`src/sv/b64e_pkg.sv`:
```
// Base64 stream encoder shared package: character and command types,
// alphabet lookup, padding code and queue sizing.
// No dependencies.
`default_nettype none

package b64e_pkg;

  localparam int CMD_DEPTH = 2;

  typedef logic [6:0] char_t;

  localparam char_t PAD_CHAR = 7'h3D;

  typedef enum logic [1:0] {
    PH_0      = 2'd0,
    PH_1      = 2'd1,
    PH_2      = 2'd2,
    PH_UNUSED = 2'd3
  } phase_t;

  typedef struct packed {
    char_t [3:0] chars;
    logic [1:0]  cnt_m1;
    logic        eom;
  } cmd_t;

  function automatic char_t b64_char(input logic [5:0] v);
    char_t c;
    if (v < 6'd26) begin
      c = 7'(v) + 7'h41;
    end else if (v < 6'd52) begin
      c = 7'(v) - 7'd26 + 7'h61;
    end else if (v < 6'd62) begin
      c = 7'(v) - 7'd52 + 7'h30;
    end else if (v == 6'd62) begin
      c = 7'h2B;
    end else begin
      c = 7'h2F;
    end
    return c;
  endfunction

endpackage

`default_nettype wire

```
`src/sv/b64e_front.sv`:
```
// Front end: accepts bytes, tracks group phase and carried bits, and builds
// one character command per byte. Depends on b64e_pkg.
`default_nettype none

module b64e_front
  import b64e_pkg::*;
(
  input  wire logic       clk,
  input  wire logic       rst_n,
  input  wire logic       accept,
  input  wire logic [7:0] data_byte,
  input  wire logic       end_of_message,
  output cmd_t            cmd
);

  phase_t     phase_r, phase_nxt;
  logic [3:0] carry_r, carry_nxt;

  always_ff @(posedge clk) begin
    if (!rst_n) begin
      phase_r <= PH_0;
      carry_r <= '0;
    end else if (accept) begin
      phase_r <= phase_nxt;
      carry_r <= carry_nxt;
    end
  end

  always_comb begin
    cmd.chars  = '{default: PAD_CHAR};
    cmd.cnt_m1 = 2'd0;
    cmd.eom    = end_of_message;
    phase_nxt  = PH_0;
    carry_nxt  = '0;
    unique case (phase_r)
      PH_2: begin
        cmd.chars[0] = b64_char({carry_r, data_byte[7:6]});
        cmd.chars[1] = b64_char(data_byte[5:0]);
        cmd.cnt_m1   = 2'd1;
      end
      PH_1: begin
        cmd.chars[0] = b64_char({carry_r[1:0], data_byte[7:4]});
        if (end_of_message) begin
          cmd.chars[1] = b64_char({data_byte[3:0], 2'b00});
          cmd.cnt_m1   = 2'd2;
        end else begin
          phase_nxt = PH_2;
          carry_nxt = data_byte[3:0];
        end
      end
      default: begin
        cmd.chars[0] = b64_char(data_byte[7:2]);
        if (end_of_message) begin
          cmd.chars[1] = b64_char({data_byte[1:0], 4'b0000});
          cmd.cnt_m1   = 2'd3;
        end else begin
          phase_nxt = PH_1;
          carry_nxt = {2'b00, data_byte[1:0]};
        end
      end
    endcase
  end

endmodule

`default_nettype wire

```
`src/sv/b64e_cmd_fifo.sv`:
```
// Command queue between front and back end.
// Depends on b64e_pkg.
`default_nettype none

module b64e_cmd_fifo
  import b64e_pkg::*;
#(
  parameter int Depth = CMD_DEPTH
) (
  input  wire logic clk,
  input  wire logic rst_n,
  input  wire logic push,
  input  wire cmd_t push_cmd,
  output logic      full,
  input  wire logic pop,
  output cmd_t      head,
  output logic      empty
);

  localparam int PtrW = (Depth > 1) ? $clog2(Depth) : 1;
  localparam int CntW = $clog2(Depth + 1);

  cmd_t            mem_r [Depth];
  logic [PtrW-1:0] wr_ptr_r, rd_ptr_r;
  logic [CntW-1:0] cnt_r;
  logic            do_push, do_pop;

  assign full    = (cnt_r == CntW'(Depth));
  assign empty   = (cnt_r == '0);
  assign do_push = push && !full;
  assign do_pop  = pop && !empty;
  assign head    = mem_r[rd_ptr_r];

  function automatic logic [PtrW-1:0] ptr_inc(input logic [PtrW-1:0] p);
    return (p == PtrW'(Depth - 1)) ? '0 : p + 1'b1;
  endfunction

  always_ff @(posedge clk) begin
    if (do_push) begin
      mem_r[wr_ptr_r] <= push_cmd;
    end
  end

  always_ff @(posedge clk) begin
    if (!rst_n) begin
      wr_ptr_r <= '0;
      rd_ptr_r <= '0;
      cnt_r    <= '0;
    end else begin
      if (do_push) begin
        wr_ptr_r <= ptr_inc(wr_ptr_r);
      end
      if (do_pop) begin
        rd_ptr_r <= ptr_inc(rd_ptr_r);
      end
      if (do_push && !do_pop) begin
        cnt_r <= cnt_r + 1'b1;
      end else if (do_pop && !do_push) begin
        cnt_r <= cnt_r - 1'b1;
      end
    end
  end

  a_cnt_bound: assert property (@(posedge clk) disable iff (!rst_n)
    cnt_r <= CntW'(Depth))
    else $error("command queue count over depth");

  a_push_grows: assert property (@(posedge clk) disable iff (!rst_n)
    (do_push && !do_pop) |=> (cnt_r == $past(cnt_r) + 1'b1))
    else $error("command queue lost a push");

  a_ptr_track: assert property (@(posedge clk) disable iff (!rst_n)
    (empty || full) |-> (wr_ptr_r == rd_ptr_r))
    else $error("command queue pointers disagree with count");

endmodule

`default_nettype wire

```
`src/sv/b64e_back.sv`:
```
// Back end: walks the characters of the head command into the output
// register one per cycle while it is popped or empty. Depends on b64e_pkg.
`default_nettype none

module b64e_back
  import b64e_pkg::*;
(
  input  wire logic clk,
  input  wire logic rst_n,
  input  wire cmd_t head,
  input  wire logic cmd_empty,
  output logic      cmd_pop,
  output char_t     out_char,
  output logic      out_last_char,
  output logic      empty,
  input  wire logic pop
);

  logic [1:0] idx_r, idx_nxt;
  logic       valid_r, valid_nxt;
  char_t      char_r;
  logic       last_r;
  logic       advance, load, final_one;

  assign advance   = !valid_r || pop;
  assign load      = advance && !cmd_empty;
  assign final_one = (idx_r == head.cnt_m1);
  assign cmd_pop   = load && final_one;

  always_comb begin
    valid_nxt = valid_r;
    idx_nxt   = idx_r;
    if (advance) begin
      valid_nxt = !cmd_empty;
    end
    if (load) begin
      idx_nxt = final_one ? 2'd0 : idx_r + 2'd1;
    end
  end

  always_ff @(posedge clk) begin
    if (!rst_n) begin
      valid_r <= 1'b0;
      idx_r   <= '0;
    end else begin
      valid_r <= valid_nxt;
      idx_r   <= idx_nxt;
    end
  end

  always_ff @(posedge clk) begin
    if (load) begin
      char_r <= head.chars[idx_r];
      last_r <= head.eom && final_one;
    end
  end

  assign out_char      = char_r;
  assign out_last_char = last_r;
  assign empty         = !valid_r;

endmodule

`default_nettype wire

```
`src/sv/base64_stream_encoder_core.sv`:
```
// Base64 stream encoder top level: front end, command queue, back end.
// Depends on b64e_pkg, b64e_front, b64e_cmd_fifo, b64e_back.
`default_nettype none

// Encodes a byte stream into standard Base64 characters, one per result
// transfer, padding the final group with '=' and flagging the final
// character when a byte carries end_of_message. A byte is taken and
// turned into a command of one to four characters; the back end sends
// one character per cycle while pop is held and a command is waiting.
// The first character of a byte passes through the command queue and the
// output register before it shows on the result ports. full rises when
// CmdDepth commands are waiting for the back end.

module base64_stream_encoder_core
  import b64e_pkg::*;
#(
  parameter int CmdDepth = CMD_DEPTH
) (
  input  wire logic       clk,
  input  wire logic       rst_n,
  input  wire logic [7:0] in_data_byte,
  input  wire logic       in_end_of_message,
  input  wire logic       push,
  output logic            full,
  output logic [6:0]      out_char,
  output logic            out_last_char,
  output logic            empty,
  input  wire logic       pop
);

  cmd_t front_cmd, head_cmd;
  logic accept, cmd_empty, cmd_pop;

  assign accept = push && !full;

  b64e_front u_front (
    .clk            (clk),
    .rst_n          (rst_n),
    .accept         (accept),
    .data_byte      (in_data_byte),
    .end_of_message (in_end_of_message),
    .cmd            (front_cmd)
  );

  b64e_cmd_fifo #(
    .Depth (CmdDepth)
  ) u_fifo (
    .clk      (clk),
    .rst_n    (rst_n),
    .push     (accept),
    .push_cmd (front_cmd),
    .full     (full),
    .pop      (cmd_pop),
    .head     (head_cmd),
    .empty    (cmd_empty)
  );

  b64e_back u_back (
    .clk           (clk),
    .rst_n         (rst_n),
    .head          (head_cmd),
    .cmd_empty     (cmd_empty),
    .cmd_pop       (cmd_pop),
    .out_char      (out_char),
    .out_last_char (out_last_char),
    .empty         (empty),
    .pop           (pop)
  );

endmodule

`default_nettype wire

```
`config.mk`:
```
export PLATFORM = sky130hd
export DESIGN_NAME = base64_stream_encoder_core
export DESIGN_NICKNAME = d
export VERILOG_FILES = /design/src/sv/b64e_pkg.sv /design/src/sv/b64e_front.sv /design/src/sv/b64e_cmd_fifo.sv /design/src/sv/b64e_back.sv /design/src/sv/base64_stream_encoder_core.sv
export SDC_FILE = /design/constraint.sdc
export NUM_CORES = 1
export LEC_CHECK = 0
export ABC_AREA = 1
export BUFFER_PORTS_ARGS = -buffer_cell sky130_fd_sc_hd__buf_2
export CAP_MARGIN = 20
export CORE_MARGIN = 2
export CORE_UTILIZATION = 55
export CTS_CLUSTER_DIAMETER = 60
export DETAILED_ROUTE_END_ITERATION = 6
export MAX_ROUTING_LAYER = met4
export PLACE_DENSITY = 0.72
export SLEW_MARGIN = 20
export SYNTH_ARGS = -nofsm -noshare
export SYNTH_HDL_FRONTEND = slang
export SYNTH_HIERARCHICAL = 1
export SYNTH_SLANG_ARGS = --single-unit
```
`constraint.sdc`:
```
create_clock -name clk -period 2.95 [get_ports clk]
set_input_delay 0.59 -clock clk [delete_from_list [all_inputs] [get_ports clk]]
set_output_delay 0.59 -clock clk [all_outputs]
set_load 0.02 [all_outputs]
```
==> qor.csv, run 1 <==
metric;value;unit
Die Y;105;um
CTS hold repair buffers;0;
TritonCTS clock tree;built;
power per standard cell area;682;nW/um^2
pin count of the biggest net entering global routing;32;
GR peak layer;met2;
critical path class;flop to flop;
clock transition at the register clock pins on the worst setup and hold paths after CTS;80;ps
final antenna diode count;0;
min Tclk post-route;2330;ps
number of placement rows;36;
detail-routed net length per standard cell;15.5;um
most frequent cell on the critical path;sky130_fd_sc_hd__nand2_1;
Area contributors post-synth;sky130_fd_sc_hd__edfxtp_1 38%, sky130_fd_sc_hd__nand2_1 8.9%, sky130_fd_sc_hd__mux2_2 6.3%;
post-layout utilization of the core;59.7;%
hold crit path type;flop to flop;
Initial Util;56.8;%
top_reg_cell synth;sky130_fd_sc_hd__edfxtp_1;
number of gates resized after CTS;0;
number of antenna violations at the first check in global routing;0;
post-synth top area share;37.8;%
routing usage on met1;27.2;%
worst vdd rail ir drop;0.000356;V
P_leak;2.32;nW
DRC errors left;0;
insertion delay of the later-clocked pin in the worst-skew pair;350;ps
fraction of final layout cells with drive strength greater than 1;19.0;%
status;finished clean;
count of routing violations after the opening detailed-route iteration;325;
total negative slack for setup checks;0;ps
per-instance average area after synthesis;8.87;um^2
number of setup buffers added after CTS;0;
via-per-instance ratio;5.50;
worst path cell trace;inv_1 > ha_1 > nand3b_1 > nor2_2 > nand2_1 > nand3_1 > nand2_1 > nand2_1 > nand2_1 > nand2_1 > nand2_1;
IO Count;23;
Bufs on Longest Clock Path;2;
vias in the first global route;4097;
Slowest-stage cell, CP;sky130_fd_sc_hd__dfxtp_1;
worst hold slack across all endpoints;506;ps
Critical Path Fanout Max;9;
DPL Wire Length;8900;um
met3 track demand over resource;3.57;%
final wirelength;12100;um
global-route congestion overflow total;0;
clock buffer count from CTS;9;
max-cap violation count;0;
Final Power;3.98;mW
Seq cells post-synth;84;
Finished Layout Cells;779;
slew of the pin with the lowest slew margin;631;ps
nets@finish;675;
final worst-path setup slack;619;ps
RSZ-0062 raised after global routing;no;
count of warnings emitted by yosys;6;
crit-path max cell delay;570;ps
Fin Clk Skew;7.28;ps
standard cell core area;9770;um^2
total iterations of the first detailed-routing run;5;
share of synthesized flip-flops with an asynchronous set or reset;0;%
Final Wtd Congestion;1.03;
crit share post-route;79.0;%
# port buffers;22;
maximum level of the CTS H-tree;3;
instance area at placement;5600;um^2
met2 capacity usage during global routing;39.1;%
share of the yosys chip area belonging to registers;42.9;%
number of instances in the synthesized netlist;626;
number of distinct standard cells referenced by the synthesized netlist;45;
wire length of the first global-routing pass;19400;um
dpl cells;763;
number of synthesized flops with an enable pin;70;
floorplan die area;10900;um^2
Crit path required time;3050;ps
number of hold violations in the final report;0;
CTS Root Cell;sky130_fd_sc_hd__clkbuf_8;
clk sinks;84;
pre-CTS worst setup slack;364;ps
highest clock frequency the design can meet;429;MHz
kind of start point of the critical path;flop;
total via count after detailed routing;4288;
number of failing setup endpoints in the final timing report;0;
largest area contributor in the netlist;sky130_fd_sc_hd__edfxtp_1;
final instance area;5830;um^2
antenna-violating nets left;0;
Die X-Extent;105;um
overall fraction of global-route tracks in use;22.9;%
area of the mapped netlist;5560;um^2
Area growth syn-to-layout;4.98;%
arrival time of data at the critical path endpoint;2430;ps
type of element capturing the critical path;flop;
Final Max Tran Viols;0;
tightest slew margin relative to the limit;57.9;%
## cell usage in the layout, fill, tap and decap left out, types with 9 or more instances in the layout
cell type                    n
sky130_fd_sc_hd__a21oi_1    24
sky130_fd_sc_hd__nand2_1   132
sky130_fd_sc_hd__inv_1      51
sky130_fd_sc_hd__ha_1       21
sky130_fd_sc_hd__nor2_2     10
sky130_fd_sc_hd__inv_2      10
sky130_fd_sc_hd__mux2_2     31
sky130_fd_sc_hd__edfxtp_1   70
sky130_fd_sc_hd__o211ai_1   10
sky130_fd_sc_hd__nor2_1     45
sky130_fd_sc_hd__conb_1     14
sky130_fd_sc_hd__buf_2      22
sky130_fd_sc_hd__clkbuf_8    9
sky130_fd_sc_hd__o22ai_1     9
sky130_fd_sc_hd__dfxtp_1    14
sky130_fd_sc_hd__o21ai_0    33
sky130_fd_sc_hd__nand3_1    51
sky130_fd_sc_hd__o21ai_1    10
## logic make-up after synthesis
family	share of synthesized area [%]
AO/OA/AOI/OAI	10.5
XOR/XNOR	1.89
AND/OR/NAND/NOR	23.0
buffers and inverters	10.6
adder cells (fa/ha/maj)	4.73
flip-flops	42.9
multiplexers	6.28
other	0.135
## worst max-delay path, delay by kind of cell (launching register included)
family | cells | cell delay, ps
fa+ha+maj | 1 | 270
buf+inv | 1 | 230
flops | 1 | 570
simple gates | 9 | 990
## routing by layer
layer / vias up / part of all wire [%]
li1: 2124 / -
met1: 2024 / 42
met2: 116 / 51
met3: 24 / 4.5
met4: 0 / 2.0
met5: - / 0
## layout make-up
cell class	instances	area [um^2]
Fill cell	878	3940
Inverter	67	263
Tap cell	133	166
Sequential cell	84	2380
Multi-Input combinational cell	451	2640
Clock buffer	10	128
Clock inverter	6	103
Timing Repair Buffer	28	155
## power by group
| group | total [mW] | switching (mW) | internal [mW] |
|---|---|---|---|
| clock | 0.928 | 0.372 | 0.555 |
| sequential | 1.80 | 0.127 | 1.67 |
| combinational | 1.25 | 0.803 | 0.450 |
| total | 3.98 | 1.30 | 2.67 |
## path summary, 6_finish.rpt
kind,start,end,slack [ps],cells after the start
hold / removal,u_front/phase_r[0],u_front/phase_r[0],510,2
setup / recovery,u_front/carry_r[1],u_fifo/mem_r[1][5],620,11
setup reg to reg,u_front/carry_r[1],u_fifo/mem_r[1][5],620,11
hold reg to reg,u_front/phase_r[0],u_front/phase_r[0],510,2
## sequential cells by signal, summed over array words and instances, names as in the netlist, named ones only
register / cells
u_back/idx_r: 2
u_back/out_last_char: 1
u_back/valid_r: 1
u_front/phase_r: 2
u_fifo/rd_ptr_r: 1
u_front/carry_r: 4
u_back/out_char: 7
u_fifo/wr_ptr_r: 1
u_fifo/mem_r: 62
u_fifo/cnt_r: 2
## Yosys cell counts (all sizes together), types with 3 or more instances
cell type    n
a21oi       25
buf         33
clkbuf       3
dfxtp       14
edfxtp      70
ha          21
inv         65
mux2        31
nand2      144
nand3       55
nand4        7
nor2        59
nor3         4
o211ai      11
o21ai       46
o22ai        9
or2          3
xnor2        5
xor2         7
Note: power is estimated with default switching activity, not from simulation.
==> run 2: changes to the inputs <==
--- a/config.mk
+++ b/config.mk
@@ -5,7 +5,7 @@
 export SDC_FILE = /design/constraint.sdc
 export NUM_CORES = 1
 export LEC_CHECK = 0
-export ABC_AREA = 1
+export ABC_AREA = 0
 export BUFFER_PORTS_ARGS = -buffer_cell sky130_fd_sc_hd__buf_2
 export CAP_MARGIN = 20
 export CORE_MARGIN = 2
@@ -13,7 +13,7 @@
 export CTS_CLUSTER_DIAMETER = 60
 export DETAILED_ROUTE_END_ITERATION = 6
 export MAX_ROUTING_LAYER = met4
-export PLACE_DENSITY = 0.72
+export PLACE_DENSITY = 0.75
 export SLEW_MARGIN = 20
 export SYNTH_ARGS = -nofsm -noshare
 export SYNTH_HDL_FRONTEND = slang
==> constraint.sdc (replaced) <==
create_clock -name clk -period 2.09 [get_ports clk]
set_input_delay 0.418 -clock clk [delete_from_list [all_inputs] [get_ports clk]]
set_output_delay 0.418 -clock clk [all_outputs]
set_load 0.02 [all_outputs]
==> qor.csv, run 2 <==
metric;value;unit;change
antenna-violating nets left;0;;unchanged
hold crit path type;input port to flop;;
instance area at placement;6290;um^2;+12%
number of flip-flops under the largest register name;62;;unchanged
status;finished clean;;
Critical Path Fanout Max;4;;-5
post-layout utilization of the core;68.2;%;+8.5 points
clock transition at the register clock pins on the worst setup and hold paths after CTS;80;ps;about the same
Hold Crit Endpoint;u_back/valid_r;;
worst-case register-to-register setup slack;20;ps;-600 ps
number of distinct standard cells referenced by the synthesized netlist;75;;+67%
worst hold slack across all endpoints;432;ps;-74.8 ps
number of synthesized flops with an enable pin;70;;unchanged
total iterations of the first detailed-routing run;5;;unchanged
per-instance average area after synthesis;10.4;um^2;+18%
maximum level of the CTS H-tree;3;;unchanged
wire length of the first global-routing pass;22200;um;+14%
pre-CTS worst setup slack;-168;ps;-532 ps
type of element capturing the critical path;flop;;
arrival time of data at the critical path endpoint;2350;ps;-80 ps
global-route congestion overflow total;0;;unchanged
share of synthesized flip-flops with an asynchronous set or reset;0;%;unchanged
post-synth top area share;38.0;%;+0.16 points
CTS hold repair buffers;0;;unchanged
Final Max Tran Viols;0;;unchanged
final instance area;6660;um^2;+14%
min Tclk post-route;2070;ps;-264 ps
clk sinks;84;;unchanged
critical path class;flop to flop;;
Area contributors post-synth;sky130_fd_sc_hd__edfxtp_1 38%, sky130_fd_sc_hd__mux2_2 6.5%, sky130_fd_sc_hd__dfxtp_1 5.1%;;
RSZ-0062 raised after global routing;yes;;
overall fraction of global-route tracks in use;26.5;%;+3.6 points
TritonCTS clock tree;built;;
number of failing setup endpoints in the final timing report;0;;unchanged
Area growth syn-to-layout;20.5;%;
worst vdd rail ir drop;0.000480;V;+35%
insertion delay of the later-clocked pin in the worst-skew pair;350;ps;about the same
power per standard cell area;923;nW/um^2;+35%
top_reg_cell synth;sky130_fd_sc_hd__edfxtp_1;;
FF-to-FF End;u_fifo/cnt_r[1];;
commonest cells after routing, fill and taps aside;93 x sky130_fd_sc_hd__buf_4, 70 x sky130_fd_sc_hd__edfxtp_1, 36 x sky130_fd_sc_hd__nand2_1;;
commonest non-fill, non-tap cell in the layout;sky130_fd_sc_hd__buf_4;;
pin count of the biggest net entering global routing;33;;+3.1%
share of the yosys chip area belonging to registers;43.1;%;+0.18 points
Seq cells post-synth;84;;unchanged
nets@finish;653;;-3.3%
crit share post-route;98.9;%;+20 points
number of filler instances in the final layout;762;;-13%
final wirelength;13600;um;+13%
highest clock frequency the design can meet;484;MHz;+13%
DRC errors left;0;;unchanged
largest register by flop count;u_fifo/mem_r;;
clock buffer count from CTS;9;;unchanged
number of placement rows;36;;unchanged
Initial Util;56.6;%;-0.24 points
# port buffers;22;;unchanged
Bufs on Longest Clock Path;2;;unchanged
number of instances in the synthesized netlist;530;;-15%
Fin Clk Skew;8.80;ps;+1.52 ps
kind of start point of the critical path;flop;;
detail-routed net length per standard cell;18.0;um;+16%
standard cell core area;9770;um^2;unchanged
Die X-Extent;104;um;-0.21%
max-cap violation count;0;;unchanged
CTS Root Cell;sky130_fd_sc_hd__clkbuf_8;;
number of antenna violations at the first check in global routing;0;;unchanged
IO Count;23;;unchanged
area of the mapped netlist;5530;um^2;-0.43%
total negative slack for setup checks;0;ps;unchanged
total via count after detailed routing;4474;;+4.3%
Final Wtd Congestion;0.917;;-11%
worst-case reg-to-reg path depth;8;;-3
count of warnings emitted by yosys;6;;unchanged
fraction of final layout cells with drive strength greater than 1;34.0;%;+15 points
P_leak;2.49;nW;+7.5%
number of hold violations in the final report;0;;unchanged
list of most frequent post-synthesis cells;70 x sky130_fd_sc_hd__edfxtp_1, 36 x sky130_fd_sc_hd__nand2_1, 32 x sky130_fd_sc_hd__mux2_2;;
via-per-instance ratio;5.91;;+7.4%
final worst-path setup slack;23.0;ps;-596 ps
Die Y;104;um;-0.21%
vias in the first global route;4319;;+5.4%
Hold Path Depth;3;;+1
floorplan die area;10900;um^2;-0.41%
critical hold path startpoint;pop;;
DPL Wire Length;10200;um;+14%
most instantiated library cell after synthesis;sky130_fd_sc_hd__edfxtp_1;;
largest area contributor in the netlist;sky130_fd_sc_hd__edfxtp_1;;
count of routing violations after the opening detailed-route iteration;326;;+0.31%
Crit path required time;2370;ps;-680 ps
final antenna diode count;0;;unchanged
run 2: cell types whose count changed after synthesis, moves of 9 or more:
cell                       change
sky130_fd_sc_hd__buf_2        +20
sky130_fd_sc_hd__clkbuf_1      +9
sky130_fd_sc_hd__inv_1        -25
sky130_fd_sc_hd__inv_2         -9
sky130_fd_sc_hd__nand2_1      -96
sky130_fd_sc_hd__nand2b_1     +10
sky130_fd_sc_hd__nand3_1      -29
sky130_fd_sc_hd__nor2_1       -28
sky130_fd_sc_hd__xnor2_1       +9
run 2: worst max-delay path by stage:
stage / cells past startpoint / slack (ps) / to / from
6_report: 8 / 20 / u_fifo/cnt_r[1] / flop
5_1_grt: 8 / -60 / u_fifo/cnt_r[1] / flop
4_1_cts: 8 / -10 / u_fifo/cnt_r[1] / flop
3_5_place_dp: 8 / -170 / u_fifo/mem_r[1][3] / in_data_byte[5]
3_3_place_gp: 7 / -120 / u_fifo/mem_r[0][15] / in_data_byte[3]
2_1_floorplan: 10 / 2 / u_fifo/mem_r[0][15] / in_data_byte[1]
run 2: stage by stage:
stage / instances / total power [mW]
after floorplan: 542 / 3.98
after global placement: 737 / 4.57
after detailed placement: 737 / 4.66
after CTS: 754 / 6.04
after global routing: 757 / 6.46
final: 757 / 6.15
run 2: where the power goes:
part           total (mW)  internal [mW]  switching (mW)  leakage, nW
combinational        2.27           1.01            1.26         1.61
sequential           2.53           2.37           0.155        0.765
clock                1.35          0.796           0.551        0.119
total                6.15           4.18            1.97         2.49
run 2: what timing repair did:
action                     CTS  global route
buffers inserted             1             3
pin swaps                    4             8
setup endpoints to repair    1            11
resized for setup            6            17
gates cloned                 0             0
run 2: critical path, cell delays in order, from the launching register on:
cell                       delay [ps]
sky130_fd_sc_hd__dfxtp_4          380
sky130_fd_sc_hd__mux2_4           340
sky130_fd_sc_hd__xor2_4           160
sky130_fd_sc_hd__nor3_2           220
sky130_fd_sc_hd__o21ai_2          120
sky130_fd_sc_hd__ha_4             180
sky130_fd_sc_hd__xor2_2           140
sky130_fd_sc_hd__or3_4            330
sky130_fd_sc_hd__a21boi_2         130
run 2: routing by layer:
layer	GRT usage (%)	vias up	routed length, um
met5	-	-	0
met2	44.6	134	6910
li1	-	2141	-
met3	3.01	30	537
met4	9.27	0	314
met1	33.3	2169	5840
run 2: final cells by class:
type / count / area (um^2) / share of cell area (%)
Multi-Input combinational cell: 380 / 2920 / 43.7
Inverter: 27 / 104 / 1.56
Timing Repair Buffer: 117 / 848 / 12.7
Clock buffer: 10 / 128 / 1.92
Tap cell: 133 / 166 / 2.50
Clock inverter: 6 / 111 / 1.67
Sequential cell: 84 / 2390 / 35.9
run 2: cell families after synthesis:
kind of cell	after synthesis	share of synthesized area, %
other cells	2	0.136
fa+ha+maj	21	4.75
compound gates	145	18.1
xor+xnor	19	3.14
buf+inv	78	7.62
flops	84	43.1
simple gates	140	13.4
mux	41	9.82
==> run 3: changes to the inputs <==
--- a/config.mk
+++ b/config.mk
@@ -14,6 +14,7 @@
 export DETAILED_ROUTE_END_ITERATION = 6
 export MAX_ROUTING_LAYER = met4
 export PLACE_DENSITY = 0.75
+export SETUP_SLACK_MARGIN = 0.15
 export SLEW_MARGIN = 20
 export SYNTH_ARGS = -nofsm -noshare
 export SYNTH_HDL_FRONTEND = slang
==> qor.csv, run 3 (synthesized netlist as in run 2, its figures left out) <==
metric;value;unit;change
final wirelength;13800;um;+1.1%
vias in the first global route;4417;;+2.3%
total iterations of the first detailed-routing run;5;;unchanged
internal power summed over all cells;3.95;mW;-5.6%
floorplan die area;10900;um^2;unchanged
pin count of the biggest net entering global routing;33;;unchanged
highest clock frequency the design can meet;508;MHz;+5.0%
pre-CTS worst setup slack;-159;ps;+8.87 ps
final antenna diode count;0;;unchanged
critical path class;flop to flop;;
type of element capturing the critical path;flop;;
total via count after detailed routing;4548;;+1.7%
Bufs on Longest Clock Path;2;;unchanged
DRC errors left;0;;unchanged
Final Max Tran Viols;0;;unchanged
detail-routed net length per standard cell;18.1;um;+1.0%
Critical Path Fanout Max;4;;unchanged
CTS hold repair buffers;0;;unchanged
arrival time of data at the critical path endpoint;2250;ps;-100 ps
nets@finish;654;;+0.15%
CTS Root Cell;sky130_fd_sc_hd__clkbuf_8;;
kind of start point of the critical path;flop;;
clock transition at the register clock pins on the worst setup and hold paths after CTS;80;ps;about the same
TritonCTS clock tree;built;;
hold crit path type;input port to flop;;
min Tclk post-route;1970;ps;-99.1 ps
Slowest-stage cell, CP;sky130_fd_sc_hd__dfxtp_4;;
Die X-Extent;104;um;unchanged
via-per-instance ratio;6.00;;+1.5%
final instance area;6820;um^2;+2.3%
share of total power in combinational logic;38.6;%;+1.6 points
antenna-violating nets left;0;;unchanged
worst-case reg-to-reg path depth;7;;-1
DPL Wire Length;10200;um;-0.30%
insertion delay of the later-clocked pin in the worst-skew pair;340;ps;about the same
fraction of power spent switching nets;33.5;%;+1.5 points
sw power;1.99;mW;+1.3%
RSZ-0062 raised after global routing;yes;;
Crit path required time;2370;ps;about the same
final worst-path setup slack;122;ps;+99.1 ps
clk sinks;84;;unchanged
power per standard cell area;871;nW/um^2;-5.6%
commonest cells after routing, fill and taps aside;89 x sky130_fd_sc_hd__buf_4, 70 x sky130_fd_sc_hd__edfxtp_1, 33 x sky130_fd_sc_hd__nand2_1;;
fraction of final layout cells with drive strength greater than 1;38.1;%;+4.1 points
status;finished clean;;
IO Count;23;;unchanged
number of hold violations in the final report;0;;unchanged
count of routing violations after the opening detailed-route iteration;301;;-7.7%
Area growth syn-to-layout;23.2;%;
Final Wtd Congestion;0.968;;+5.5%
crit-path max cell delay;380;ps;about the same
worst vdd rail ir drop;0.000716;V;+49%
largest register by flop count;u_fifo/mem_r;;
clock buffer count from CTS;9;;unchanged
P_leak;2.50;nW;+0.16%
number of flip-flops under the largest register name;62;;unchanged
overall fraction of global-route tracks in use;26.4;%;-0.070 points
portion of total power attributed to sequential cells;42.5;%;+1.4 points
# port buffers;22;;unchanged
commonest non-fill, non-tap cell in the layout;sky130_fd_sc_hd__buf_4;;
number of placement rows;36;;unchanged
number of antenna violations at the first check in global routing;0;;unchanged
maximum level of the CTS H-tree;3;;unchanged
share of power burned in the clock network;18.9;%;-3.0 points
Fin Clk Skew;7.59;ps;-1.20 ps
global-route congestion overflow total;0;;unchanged
Hold Path Depth;3;;unchanged
crit share post-route;94.2;%;-4.7 points
worst path cell trace;mux2_4 > xor2_2 > nor3_2 > o21ai_2 > ha_2 > or3_1 > a21boi_1;;
Die Y;104;um;unchanged
standard cell core area;9770;um^2;unchanged
post-layout utilization of the core;69.7;%;+1.6 points
wire length of the first global-routing pass;22200;um;+0.37%
number of failing setup endpoints in the final timing report;0;;unchanged
max-cap violation count;0;;unchanged
Initial Util;56.6;%;unchanged
instance area at placement;6300;um^2;+0.20%
[run 3: cell types whose count changed in the layout (fill, tap and decap cells not counted), moves of 3 or more]
cell	before	now
sky130_fd_sc_hd__inv_1	23	17
sky130_fd_sc_hd__ha_4	3	8
sky130_fd_sc_hd__clkinvlp_4	0	3
sky130_fd_sc_hd__inv_6	1	4
sky130_fd_sc_hd__ha_1	15	11
sky130_fd_sc_hd__dfxtp_2	4	1
sky130_fd_sc_hd__buf_6	0	4
sky130_fd_sc_hd__nand2_2	0	3
sky130_fd_sc_hd__nand2_1	36	33
sky130_fd_sc_hd__buf_4	93	89
[run 3: through the flow]
step	power [mW]	hold slack [ps]	TNS, ps	cells
2_1_floorplan	4.02	509	0	542
3_3_place_gp	4.58	532	-1130	729
3_5_place_dp	4.67	560	-1700	729
4_1_cts	5.88	405	0	756
5_1_grt	6.26	433	0	758
6_report	5.94	432	0	758
[run 3: path summary, 6_finish.rpt]
kind,startpoint,to,slack (ps)
worst min register to register,u_fifo/cnt_r[1],u_fifo/cnt_r[1],590
worst min-delay path,pop,u_back/valid_r,430
worst max register to register,flop,u_fifo/cnt_r[1],120
worst max-delay path,flop,u_fifo/cnt_r[1],120
[run 3: layout make-up]
type	instances	area, um^2
Clock buffer	9	124
Clock inverter	7	75.1
Fill cell	748	2960
Inverter	27	124
Multi-Input combinational cell	380	3050
Sequential cell	84	2390
Tap cell	133	166
Timing Repair Buffer	118	878
[run 3: layer usage]
layer / track usage, % / part of all wire [%]
met4: 7.63 / 1.9
met5: - / 0
met1: 33.4 / 43
met3: 3.82 / 5.1
met2: 44.4 / 50
[run 3: what timing repair did]
item                       4_1_cts  5_1_grt
gates resized for setup         14       33
buffers inserted                11        2
pin swaps                       11       19
gates cloned                     0        0
setup endpoints to repair        9       15
[run 3: power groups by stage]
stage | Sequential (mW) | Combinational (mW) | Clock (mW)
floorplan | 2.62 | 1.40 | 0
global placement | 2.52 | 2.06 | 0
detailed placement | 2.55 | 2.13 | 0
CTS | 2.52 | 2.22 | 1.15
global route | 2.56 | 2.47 | 1.22
finish | 2.52 | 2.29 | 1.12
[run 3: critical path: cells and delay by family (launching register included)]
kind / cells / cell delay (ps)
fa+ha+maj: 1 / 290
flops: 1 / 380
mux: 1 / 320
compound gates: 2 / 230
simple gates: 2 / 530
xor+xnor: 1 / 160
